### src/rtl/core/base91_stream_encoder_macros.svh
// ----------------------------------------------------------------------------
// base91_stream_encoder_macros.svh
// Assertion macros used by the basE91 encoder RTL.
// ----------------------------------------------------------------------------
`ifndef BASE91_STREAM_ENCODER_MACROS_SVH
`define BASE91_STREAM_ENCODER_MACROS_SVH

`ifndef NO_ASSERTIONS

// Same-cycle implication, disabled in reset
`define B91_ASSERT_IMPLIES(label, clk, rst_n, ante, cons, msg) \
    label: assert property (@(posedge clk) disable iff (!rst_n) (ante) |-> (cons)) \
        else $error(msg);

// Next-cycle implication, disabled in reset
`define B91_ASSERT_NEXT(label, clk, rst_n, ante, cons, msg) \
    label: assert property (@(posedge clk) disable iff (!rst_n) (ante) |=> (cons)) \
        else $error(msg);

`else

`define B91_ASSERT_IMPLIES(label, clk, rst_n, ante, cons, msg)
`define B91_ASSERT_NEXT(label, clk, rst_n, ante, cons, msg)

`endif

`endif

### src/rtl/core/b91_pkg.sv
// ----------------------------------------------------------------------------
// b91_pkg
// Types, constants and the character table of the basE91 encoder.
// ----------------------------------------------------------------------------
package b91_pkg;

    localparam logic ACTION_DATA  = 1'b0;
    localparam logic ACTION_FLUSH = 1'b1;

    localparam int QUEUE_W = 21;
    localparam int COUNT_W = 5;
    localparam int VAL_W   = 14;
    localparam int CHAR_W  = 7;
    localparam int IDX_W   = 7;
    localparam int RADIX   = 91;

    localparam logic [COUNT_W-1:0] SHORT_BITS = 5'd13;
    localparam logic [COUNT_W-1:0] LONG_BITS  = 5'd14;
    localparam logic [COUNT_W-1:0] BYTE_BITS  = 5'd8;
    localparam logic [COUNT_W-1:0] TAIL_BITS  = 5'd7;
    localparam logic [12:0]        SHORT_MIN  = 13'd88;  // values at or below take 14 bits
    localparam logic [12:0]        TAIL_MAX   = 13'd90;

    // pair of alphabet characters for one value: low digit first
    typedef struct packed {
        logic [CHAR_W-1:0] lo;
        logic [CHAR_W-1:0] hi;
    } b91_pair_t;

    localparam logic [CHAR_W-1:0] ALPHABET [0:RADIX-1] = '{
        7'd65, 7'd66, 7'd67, 7'd68, 7'd69, 7'd70, 7'd71, 7'd72, 7'd73, 7'd74,
        7'd75, 7'd76, 7'd77, 7'd78, 7'd79, 7'd80, 7'd81, 7'd82, 7'd83, 7'd84,
        7'd85, 7'd86, 7'd87, 7'd88, 7'd89, 7'd90,
        7'd97, 7'd98, 7'd99, 7'd100, 7'd101, 7'd102, 7'd103, 7'd104, 7'd105,
        7'd106, 7'd107, 7'd108, 7'd109, 7'd110, 7'd111, 7'd112, 7'd113, 7'd114,
        7'd115, 7'd116, 7'd117, 7'd118, 7'd119, 7'd120, 7'd121, 7'd122,
        7'd48, 7'd49, 7'd50, 7'd51, 7'd52, 7'd53, 7'd54, 7'd55, 7'd56, 7'd57,
        7'd33, 7'd35, 7'd36, 7'd37, 7'd38, 7'd40, 7'd41, 7'd42, 7'd43, 7'd44,
        7'd46, 7'd47, 7'd58, 7'd59, 7'd60, 7'd61, 7'd62, 7'd63, 7'd64, 7'd91,
        7'd93, 7'd94, 7'd95, 7'd96, 7'd123, 7'd124, 7'd125, 7'd126, 7'd34
    };

    function automatic logic [CHAR_W-1:0] b91_char(input logic [IDX_W-1:0] idx);
        b91_char = ALPHABET[idx];
    endfunction

endpackage

### src/rtl/core/b91_symbol.sv
// ----------------------------------------------------------------------------
// b91_symbol
// Splits a 14-bit value into its two radix-91 digits and maps them to
// alphabet characters. Division uses a reciprocal multiply, exact for any
// 14-bit value.
// ----------------------------------------------------------------------------
module b91_symbol (
    input  logic [13:0]          val,
    output b91_pkg::b91_pair_t   pair
);
    import b91_pkg::*;

    localparam int          RECIP_SHIFT = 20;
    localparam logic [14:0] RECIP       = 15'd11523;  // ceil(2^20 / 91)

    logic [28:0]      prod;
    logic [7:0]       quot;
    logic [14:0]      quot_x91;
    logic [IDX_W-1:0] rem;
    logic [IDX_W-1:0] quot_mod;

    always_comb begin
        prod     = {15'd0, val} * {14'd0, RECIP};
        quot     = prod[RECIP_SHIFT +: 8];
        quot_x91 = {7'd0, quot} * 15'(RADIX);
        rem      = IDX_W'({1'b0, val} - quot_x91);
        // high digit wraps once for out-of-range queues
        if (quot >= 8'(RADIX)) begin
            quot_mod = IDX_W'(quot - 8'(RADIX));
        end else begin
            quot_mod = quot[IDX_W-1:0];
        end
        pair.lo = b91_char(rem);
        pair.hi = b91_char(quot_mod);
    end

endmodule

### src/rtl/core/base91_stream_encoder.sv
// ----------------------------------------------------------------------------
// base91_stream_encoder
// Streaming basE91 text encoder with bit queue, value register and a
// two-character output register.
// ----------------------------------------------------------------------------
// A request is taken whenever the value register is free or moves on in that
// cycle, so a byte that yields no character never occupies the value register
// and the block keeps pace with the result side. A byte or flush that yields
// two characters occupies the result channel, one character per cycle while
// m_tready is high, for both characters, which limits how fast two-character
// requests can follow. The first character passes the value register and then
// the output register before it is presented on m_tdata. m_tlast marks the
// final character of each request's run; m_tuser marks the final character
// of a flush. A flush with an empty queue produces nothing.
module base91_stream_encoder (
    input  logic       aclk,
    input  logic       aresetn,
    input  logic       s_tvalid,
    output logic       s_tready,
    input  logic [7:0] s_tdata,   // [7:0] data_byte
    input  logic [0:0] s_tuser,   // [0] action
    output logic       m_tvalid,
    input  logic       m_tready,
    output logic [7:0] m_tdata,   // [6:0] out_char, [7] zero
    output logic       m_tlast,
    output logic [0:0] m_tuser    // [0] message_end
);
    import b91_pkg::*;

    `include "base91_stream_encoder_macros.svh"

    logic [QUEUE_W-1:0] bit_queue_reg, bit_queue_next;
    logic [COUNT_W-1:0] bit_count_reg, bit_count_next;

    logic               a_valid_reg, a_valid_next;
    logic [VAL_W-1:0]   a_val_reg, a_val_next;
    logic               a_two_reg, a_two_next;
    logic               a_end_reg, a_end_next;

    logic [1:0]         pend_reg, pend_next;
    logic [CHAR_W-1:0]  ch0_reg, ch0_next;
    logic [CHAR_W-1:0]  ch1_reg, ch1_next;
    logic               end_reg, end_next;

    logic               s_accept;
    logic               b_free;
    logic               a_move;

    logic [COUNT_W-1:0] cnt_eff;
    logic [COUNT_W-1:0] cnt_add;
    logic [QUEUE_W-1:0] q_masked;
    logic [QUEUE_W-1:0] q_join;
    logic               emit_valid;
    logic               emit_two;
    logic               emit_end;
    logic [VAL_W-1:0]   emit_val;

    b91_pair_t          pair;

    b91_symbol u_symbol (
        .val  (a_val_reg),
        .pair (pair)
    );

    assign b_free   = (pend_reg == 2'd0) || ((pend_reg == 2'd1) && m_tready);
    assign a_move   = a_valid_reg && b_free;
    assign s_tready = !a_valid_reg || a_move;
    assign s_accept = s_tvalid && s_tready;

    // queue update and value selection
    always_comb begin
        cnt_eff  = (bit_count_reg > SHORT_BITS) ? SHORT_BITS : bit_count_reg;
        q_masked = bit_queue_reg & ((QUEUE_W'(1) << cnt_eff) - QUEUE_W'(1));
        q_join   = q_masked | ({13'd0, s_tdata} << cnt_eff);
        cnt_add  = cnt_eff + BYTE_BITS;

        bit_queue_next = bit_queue_reg;
        bit_count_next = bit_count_reg;
        emit_valid     = 1'b0;
        emit_two       = 1'b0;
        emit_end       = 1'b0;
        emit_val       = '0;

        if (s_accept) begin
            if (s_tuser[0] == ACTION_DATA) begin
                bit_queue_next = q_join;
                bit_count_next = cnt_add;
                if (cnt_add > SHORT_BITS) begin
                    emit_valid = 1'b1;
                    emit_two   = 1'b1;
                    if (q_join[12:0] > SHORT_MIN) begin
                        emit_val       = {1'b0, q_join[12:0]};
                        bit_queue_next = q_join >> SHORT_BITS;
                        bit_count_next = cnt_add - SHORT_BITS;
                    end else begin
                        emit_val       = q_join[VAL_W-1:0];
                        bit_queue_next = q_join >> LONG_BITS;
                        bit_count_next = cnt_add - LONG_BITS;
                    end
                end
            end else begin
                bit_queue_next = '0;
                bit_count_next = '0;
                if (cnt_eff != '0) begin
                    emit_valid = 1'b1;
                    emit_end   = 1'b1;
                    emit_val   = {1'b0, q_masked[12:0]};
                    emit_two   = (cnt_eff > TAIL_BITS) || (q_masked[12:0] > TAIL_MAX);
                end
            end
        end
    end

    // value register
    always_comb begin
        a_valid_next = a_valid_reg;
        a_val_next   = a_val_reg;
        a_two_next   = a_two_reg;
        a_end_next   = a_end_reg;
        if (a_move) begin
            a_valid_next = 1'b0;
        end
        if (s_accept && emit_valid) begin
            a_valid_next = 1'b1;
            a_val_next   = emit_val;
            a_two_next   = emit_two;
            a_end_next   = emit_end;
        end
    end

    // output register: ch0 is on the bus, ch1 waits behind it
    always_comb begin
        pend_next = pend_reg;
        ch0_next  = ch0_reg;
        ch1_next  = ch1_reg;
        end_next  = end_reg;
        if (a_move) begin
            pend_next = a_two_reg ? 2'd2 : 2'd1;
            ch0_next  = pair.lo;
            ch1_next  = pair.hi;
            end_next  = a_end_reg;
        end else if (m_tvalid && m_tready) begin
            pend_next = pend_reg - 2'd1;
            ch0_next  = ch1_reg;
        end
    end

    always_ff @(posedge aclk) begin
        if (!aresetn) begin
            bit_queue_reg <= '0;
            bit_count_reg <= '0;
            a_valid_reg   <= 1'b0;
            pend_reg      <= 2'd0;
        end else begin
            bit_queue_reg <= bit_queue_next;
            bit_count_reg <= bit_count_next;
            a_valid_reg   <= a_valid_next;
            pend_reg      <= pend_next;
        end
    end

    always_ff @(posedge aclk) begin
        a_val_reg <= a_val_next;
        a_two_reg <= a_two_next;
        a_end_reg <= a_end_next;
        ch0_reg   <= ch0_next;
        ch1_reg   <= ch1_next;
        end_reg   <= end_next;
    end

    assign m_tvalid   = (pend_reg != 2'd0);
    assign m_tdata    = {1'b0, ch0_reg};
    assign m_tlast    = (pend_reg == 2'd1);
    assign m_tuser[0] = (pend_reg == 2'd1) && end_reg;

    `B91_ASSERT_IMPLIES(a_count_range, aclk, aresetn, 1'b1, bit_count_reg <= SHORT_BITS,
        "bit count exceeds 13")
    `B91_ASSERT_IMPLIES(a_queue_clean, aclk, aresetn, 1'b1,
        (bit_queue_reg >> bit_count_reg) == '0, "bits held above the count")
    `B91_ASSERT_NEXT(a_flush_clears, aclk, aresetn, s_accept && (s_tuser[0] == ACTION_FLUSH),
        (bit_count_reg == '0) && (bit_queue_reg == '0), "flush left bits in the queue")
    `B91_ASSERT_IMPLIES(a_end_is_last, aclk, aresetn, m_tvalid && m_tuser[0], m_tlast,
        "message end without last")
    `B91_ASSERT_NEXT(a_value_hold, aclk, aresetn, a_valid_reg && !a_move,
        a_valid_reg && $stable(a_val_reg), "pending value lost while output busy")

endmodule

### config.mk
export PLATFORM = sky130hd
export DESIGN_NAME = base91_stream_encoder
export DESIGN_NICKNAME = d
export VERILOG_FILES = /design/src/rtl/core/b91_pkg.sv /design/src/rtl/core/b91_symbol.sv /design/src/rtl/core/base91_stream_encoder.sv
export VERILOG_INCLUDE_DIRS = /design/src /design/src/rtl/core
export SDC_FILE = /design/constraint.sdc
export NUM_CORES = 1
export LEC_CHECK = 0
export ABC_AREA = 1
export ABC_CLOCK_PERIOD_IN_PS = 8800
export BUFFER_PORTS_ARGS = -buffer_cell sky130_fd_sc_hd__clkbuf_2
export CORE_MARGIN = 2
export CORE_UTILIZATION = 40
export CTS_CLUSTER_SIZE = 40
export DETAILED_ROUTE_END_ITERATION = 10
export PLACE_DENSITY = 0.6
export SLEW_MARGIN = 20
export SYNTH_ARGS = -nofsm -noshare
export SYNTH_HDL_FRONTEND = slang
export SYNTH_SLANG_ARGS = --single-unit
export TNS_END_PERCENT = 30
### constraint.sdc
create_clock -name aclk -period 8.8 [get_ports aclk]
set_input_delay 1.76 -clock aclk [delete_from_list [all_inputs] [get_ports aclk]]
set_output_delay 1.76 -clock aclk [all_outputs]
set_load 0.1 [all_outputs]
==> load_flow_metrics.sql <==
INSERT INTO impl_metrics (metric_group, metric, value, unit) VALUES
('cts', 'cts_max_path_buffers', '2', ''),
('die', 'rows', '56', ''),
('timing', 'tns', '0', 'ns'),
('logic_synthesis', 'yosys_warnings', '0', ''),
('global_route', 'antenna_violations_before_repair', '0', ''),
('global_route', 'grt_max_degree', '35', ''),
('logic_synthesis', 'ys_dominant_reg_cell', 'sky130_fd_sc_hd__edfxtp_1', ''),
('cts', 'clock-sinks', '60', ''),
('logic_synthesis', 'synthesis.instances', '1444', ''),
('timing', 'min_period_over_period', '0.9232', ''),
('global_route', 'grt_first_pass_wirelength', '43.31', 'mm'),
('logic_synthesis', 'synth_cell_types', '51', ''),
('logic_synthesis', 'synthTopCellsByArea', 'sky130_fd_sc_hd__ha_1 19%, sky130_fd_sc_hd__nand2_1 15%, sky130_fd_sc_hd__edfxtp_1 9.7%', ''),
('final_layout', 'fillerInstances', '2567', ''),
('final_layout', 'layout_commonest_cell', 'sky130_fd_sc_hd__nand2_1', ''),
('setup_path', 'crit_path_max_fanout', '11', ''),
('timing', 'final_clock_skew', '0.006003', 'ns'),
('min_path', 'timing.hold.worst.start', 'a_end_reg', ''),
('job', 'maxCapViolCount', '0', ''),
('drt', 'routed_via_density', '5.053', ''),
('logic_synthesis', 'synth.yosys.seq_area_share', '0.1567', ''),
('drt', 'wl_per_cell', '14.53', 'microns'),
('die', 'io_pins', '25', ''),
('final_layout', 'storage_cell_area', '1511', 'sq um'),
('timing', 'max_slew.worst_pin.slew', '0.9783', 'ns'),
('global_route', 'global_route.overflow_total', '0', ''),
('logic_synthesis', 'count_of_flip_flops_with_a_built_in_enable_after_synthesis', '31', ''),
('cts', 'clkTransAtPathRegs', '0.06', 'ns'),
('status', 'run_status', 'finished clean', ''),
('final_layout', 'multiInputGateArea', '7036', 'sq um'),
('min_path', 'worst_hold_path_type', 'flop to flop', ''),
('final_layout', 'post_layout_utilization_of_the_core', '0.4401', ''),
('logic_synthesis', 'synth_fp_nets', '1642', ''),
('drt', 'residual_drc', '0', ''),
('drt', 'totalWireLength', '25.90', 'mm'),
('logic_synthesis', 'flip_flop_and_latch_count_after_synthesis', '60', ''),
('setup_path', 'critPathArrivalTime', '8.20', 'ns'),
('setup_path', 'rr_startpoint', 'a_val_reg[6]', ''),
('final_layout', 'final_layout_size_suffix_gt1_frac', '0.07929', ''),
('die', 'die-width', '159.3', 'microns'),
('placed_design', 'hpwlAfterDp', '21.37', 'mm'),
('setup_path', 'path_class', 'flop to flop', ''),
('drt', 'route.met3.wl', '1.024', 'mm'),
('timing', 'final_hold_viol_count', '0', ''),
('setup_path', 'cp_data_required_time', '8.88', 'ns'),
('cts', 'cts-root-buf', 'sky130_fd_sc_hd__clkbuf_16', ''),
('min_path', 'timing.hold.worst_endpoint', 'end_reg', ''),
('cts', 'htreeDepth', '3', ''),
('final_layout', 'syn_to_layout_area_delta', '7.448', '%'),
('timing', 'min_period', '8.124', 'ns'),
('setup_path', 'rrSetupSlack', '0.68', 'ns'),
('timing', 'max_freq', '123.1', 'MHz'),
('final_layout', 'antennaDiodeCount', '0', ''),
('min_path', 'min_delay_path_depth', '0', ''),
('timing', 'max_slew_margin', '0.3471', ''),
('drt', 'top_signal_layer_used', 'met4', ''),
('global_route', 'global_router_s_overall_resource_usage', '0.2072', ''),
('setup_path', 'cp-start-kind', 'flop', ''),
('global_route', 'grt_pass1_vias', '8592', ''),
('setup_path', 'critical_path.most_common_cell', 'sky130_fd_sc_hd__inv_1', ''),
('placed_design', 'count_of_input_and_output_buffers', '23', ''),
('final_layout', 'final_net_count', '1656', ''),
('die', 'die-height', '159.3', 'microns'),
('drt', 'ant_nets', '0', ''),
('timing', 'report.final.slew_viol_count', '0', ''),
('logic_synthesis', 'synth.top_cell.area_share', '0.1920', ''),
('setup_path', 'regToRegEndpoint', 'ch0_reg[5]', ''),
('setup_path', 'timing.critical_path.slowest_cell_delay', '0.55', 'ns'),
('drt', 'detail_route.first_pass.iterations', '6', ''),
('drt', 'route.met2.wl', '12.20', 'mm'),
('cts', 'tritoncts_clock_tree', 'built', '');
## Yosys cell counts (all sizes together) (4+ instances only)
cell and count:
nor2 135, a31oi 4, o211ai 10, xnor2 9
o21ai 78, a21oi 74, ha 148, or2 4
nor3 16, a22oi 11, nand3 105, nand2 415
nand4 15, nand3b 6, inv 244, clkinv 5
o21bai 6, clkbuf 15, buf 13, xor2 15
edfxtp 31, and2 4, dfxtp 29, fa 37
## layer usage
metal,GRT usage,up-vias
met5,0,-
li1,-,4680
met4,0.06983,0
met2,0.3571,205
met3,0.02214,50
met1,0.2707,4070
## cell families after synthesis
| group | synth area share |
|---|---|
| other | 0.0007788 |
| XOR/XNOR | 0.02336 |
| AO/OA/AOI/OAI | 0.1157 |
| flip-flops | 0.1567 |
| AND/OR/NAND/NOR | 0.3204 |
| buffers and inverters | 0.1142 |
| adder cells (fa/ha/maj) | 0.2688 |
## how the worst max path moves through the flow
stage            startpoint    endpoint  cells past startpoint
2_1_floorplan  a_val_reg[1]  ch0_reg[5]                     36
3_3_place_gp   a_val_reg[6]  ch0_reg[5]                     35
3_5_place_dp   a_val_reg[6]  ch0_reg[5]                     35
4_1_cts        a_val_reg[6]  ch0_reg[5]                     35
5_1_grt        a_val_reg[6]  ch0_reg[5]                     35
6_report       a_val_reg[6]  ch0_reg[5]                     35
## layout make-up
| cell class | count | share of cell area |
|---|---|---|
| Inverter | 249 | 0.09057 |
| Tap cell | 319 | 0.03852 |
| Clock buffer | 9 | 0.02174 |
| Clock inverter | 7 | 0.007366 |
| Sequential cell | 60 | 0.1459 |
| Timing Repair Buffer | 31 | 0.01691 |
| Multi-Input combinational cell | 1107 | 0.6790 |
## critical path: cells and delay by family (launching register included)
kind                     cells  cell delay, ns
flip-flops                   1            0.51
AND/OR/NAND/NOR              8            0.83
AO/OA/AOI/OAI                4            0.76
adder cells (fa/ha/maj)     12            4.72
buffers and inverters        7            0.37
XOR/XNOR                     4            0.69
## stage by stage
step | cell area [sq um] | hold slack (ns) | worst slack (ns) | std cells
6_report | 10360 | 0.4295 | 0.6761 | 1782
5_1_grt | 10360 | 0.4417 | 0.04754 | 1782
4_1_cts | 10360 | 0.4358 | 0.5729 | 1782
3_5_place_dp | 10060 | 0.4211 | 0.5893 | 1766
3_3_place_gp | 10060 | 0.4073 | 0.6955 | 1766
2_1_floorplan | 9643 | 0.4003 | 0.9235 | 1444
## repair_timing
item	in CTS	in global routing
resized for setup	0	2
endpoints found under the setup margin	0	3
hold buffers	0	0
Power is left out: the tool's default activity adds up to more than one toggle a clock period on the data nets, which glitch-free logic cannot reach.
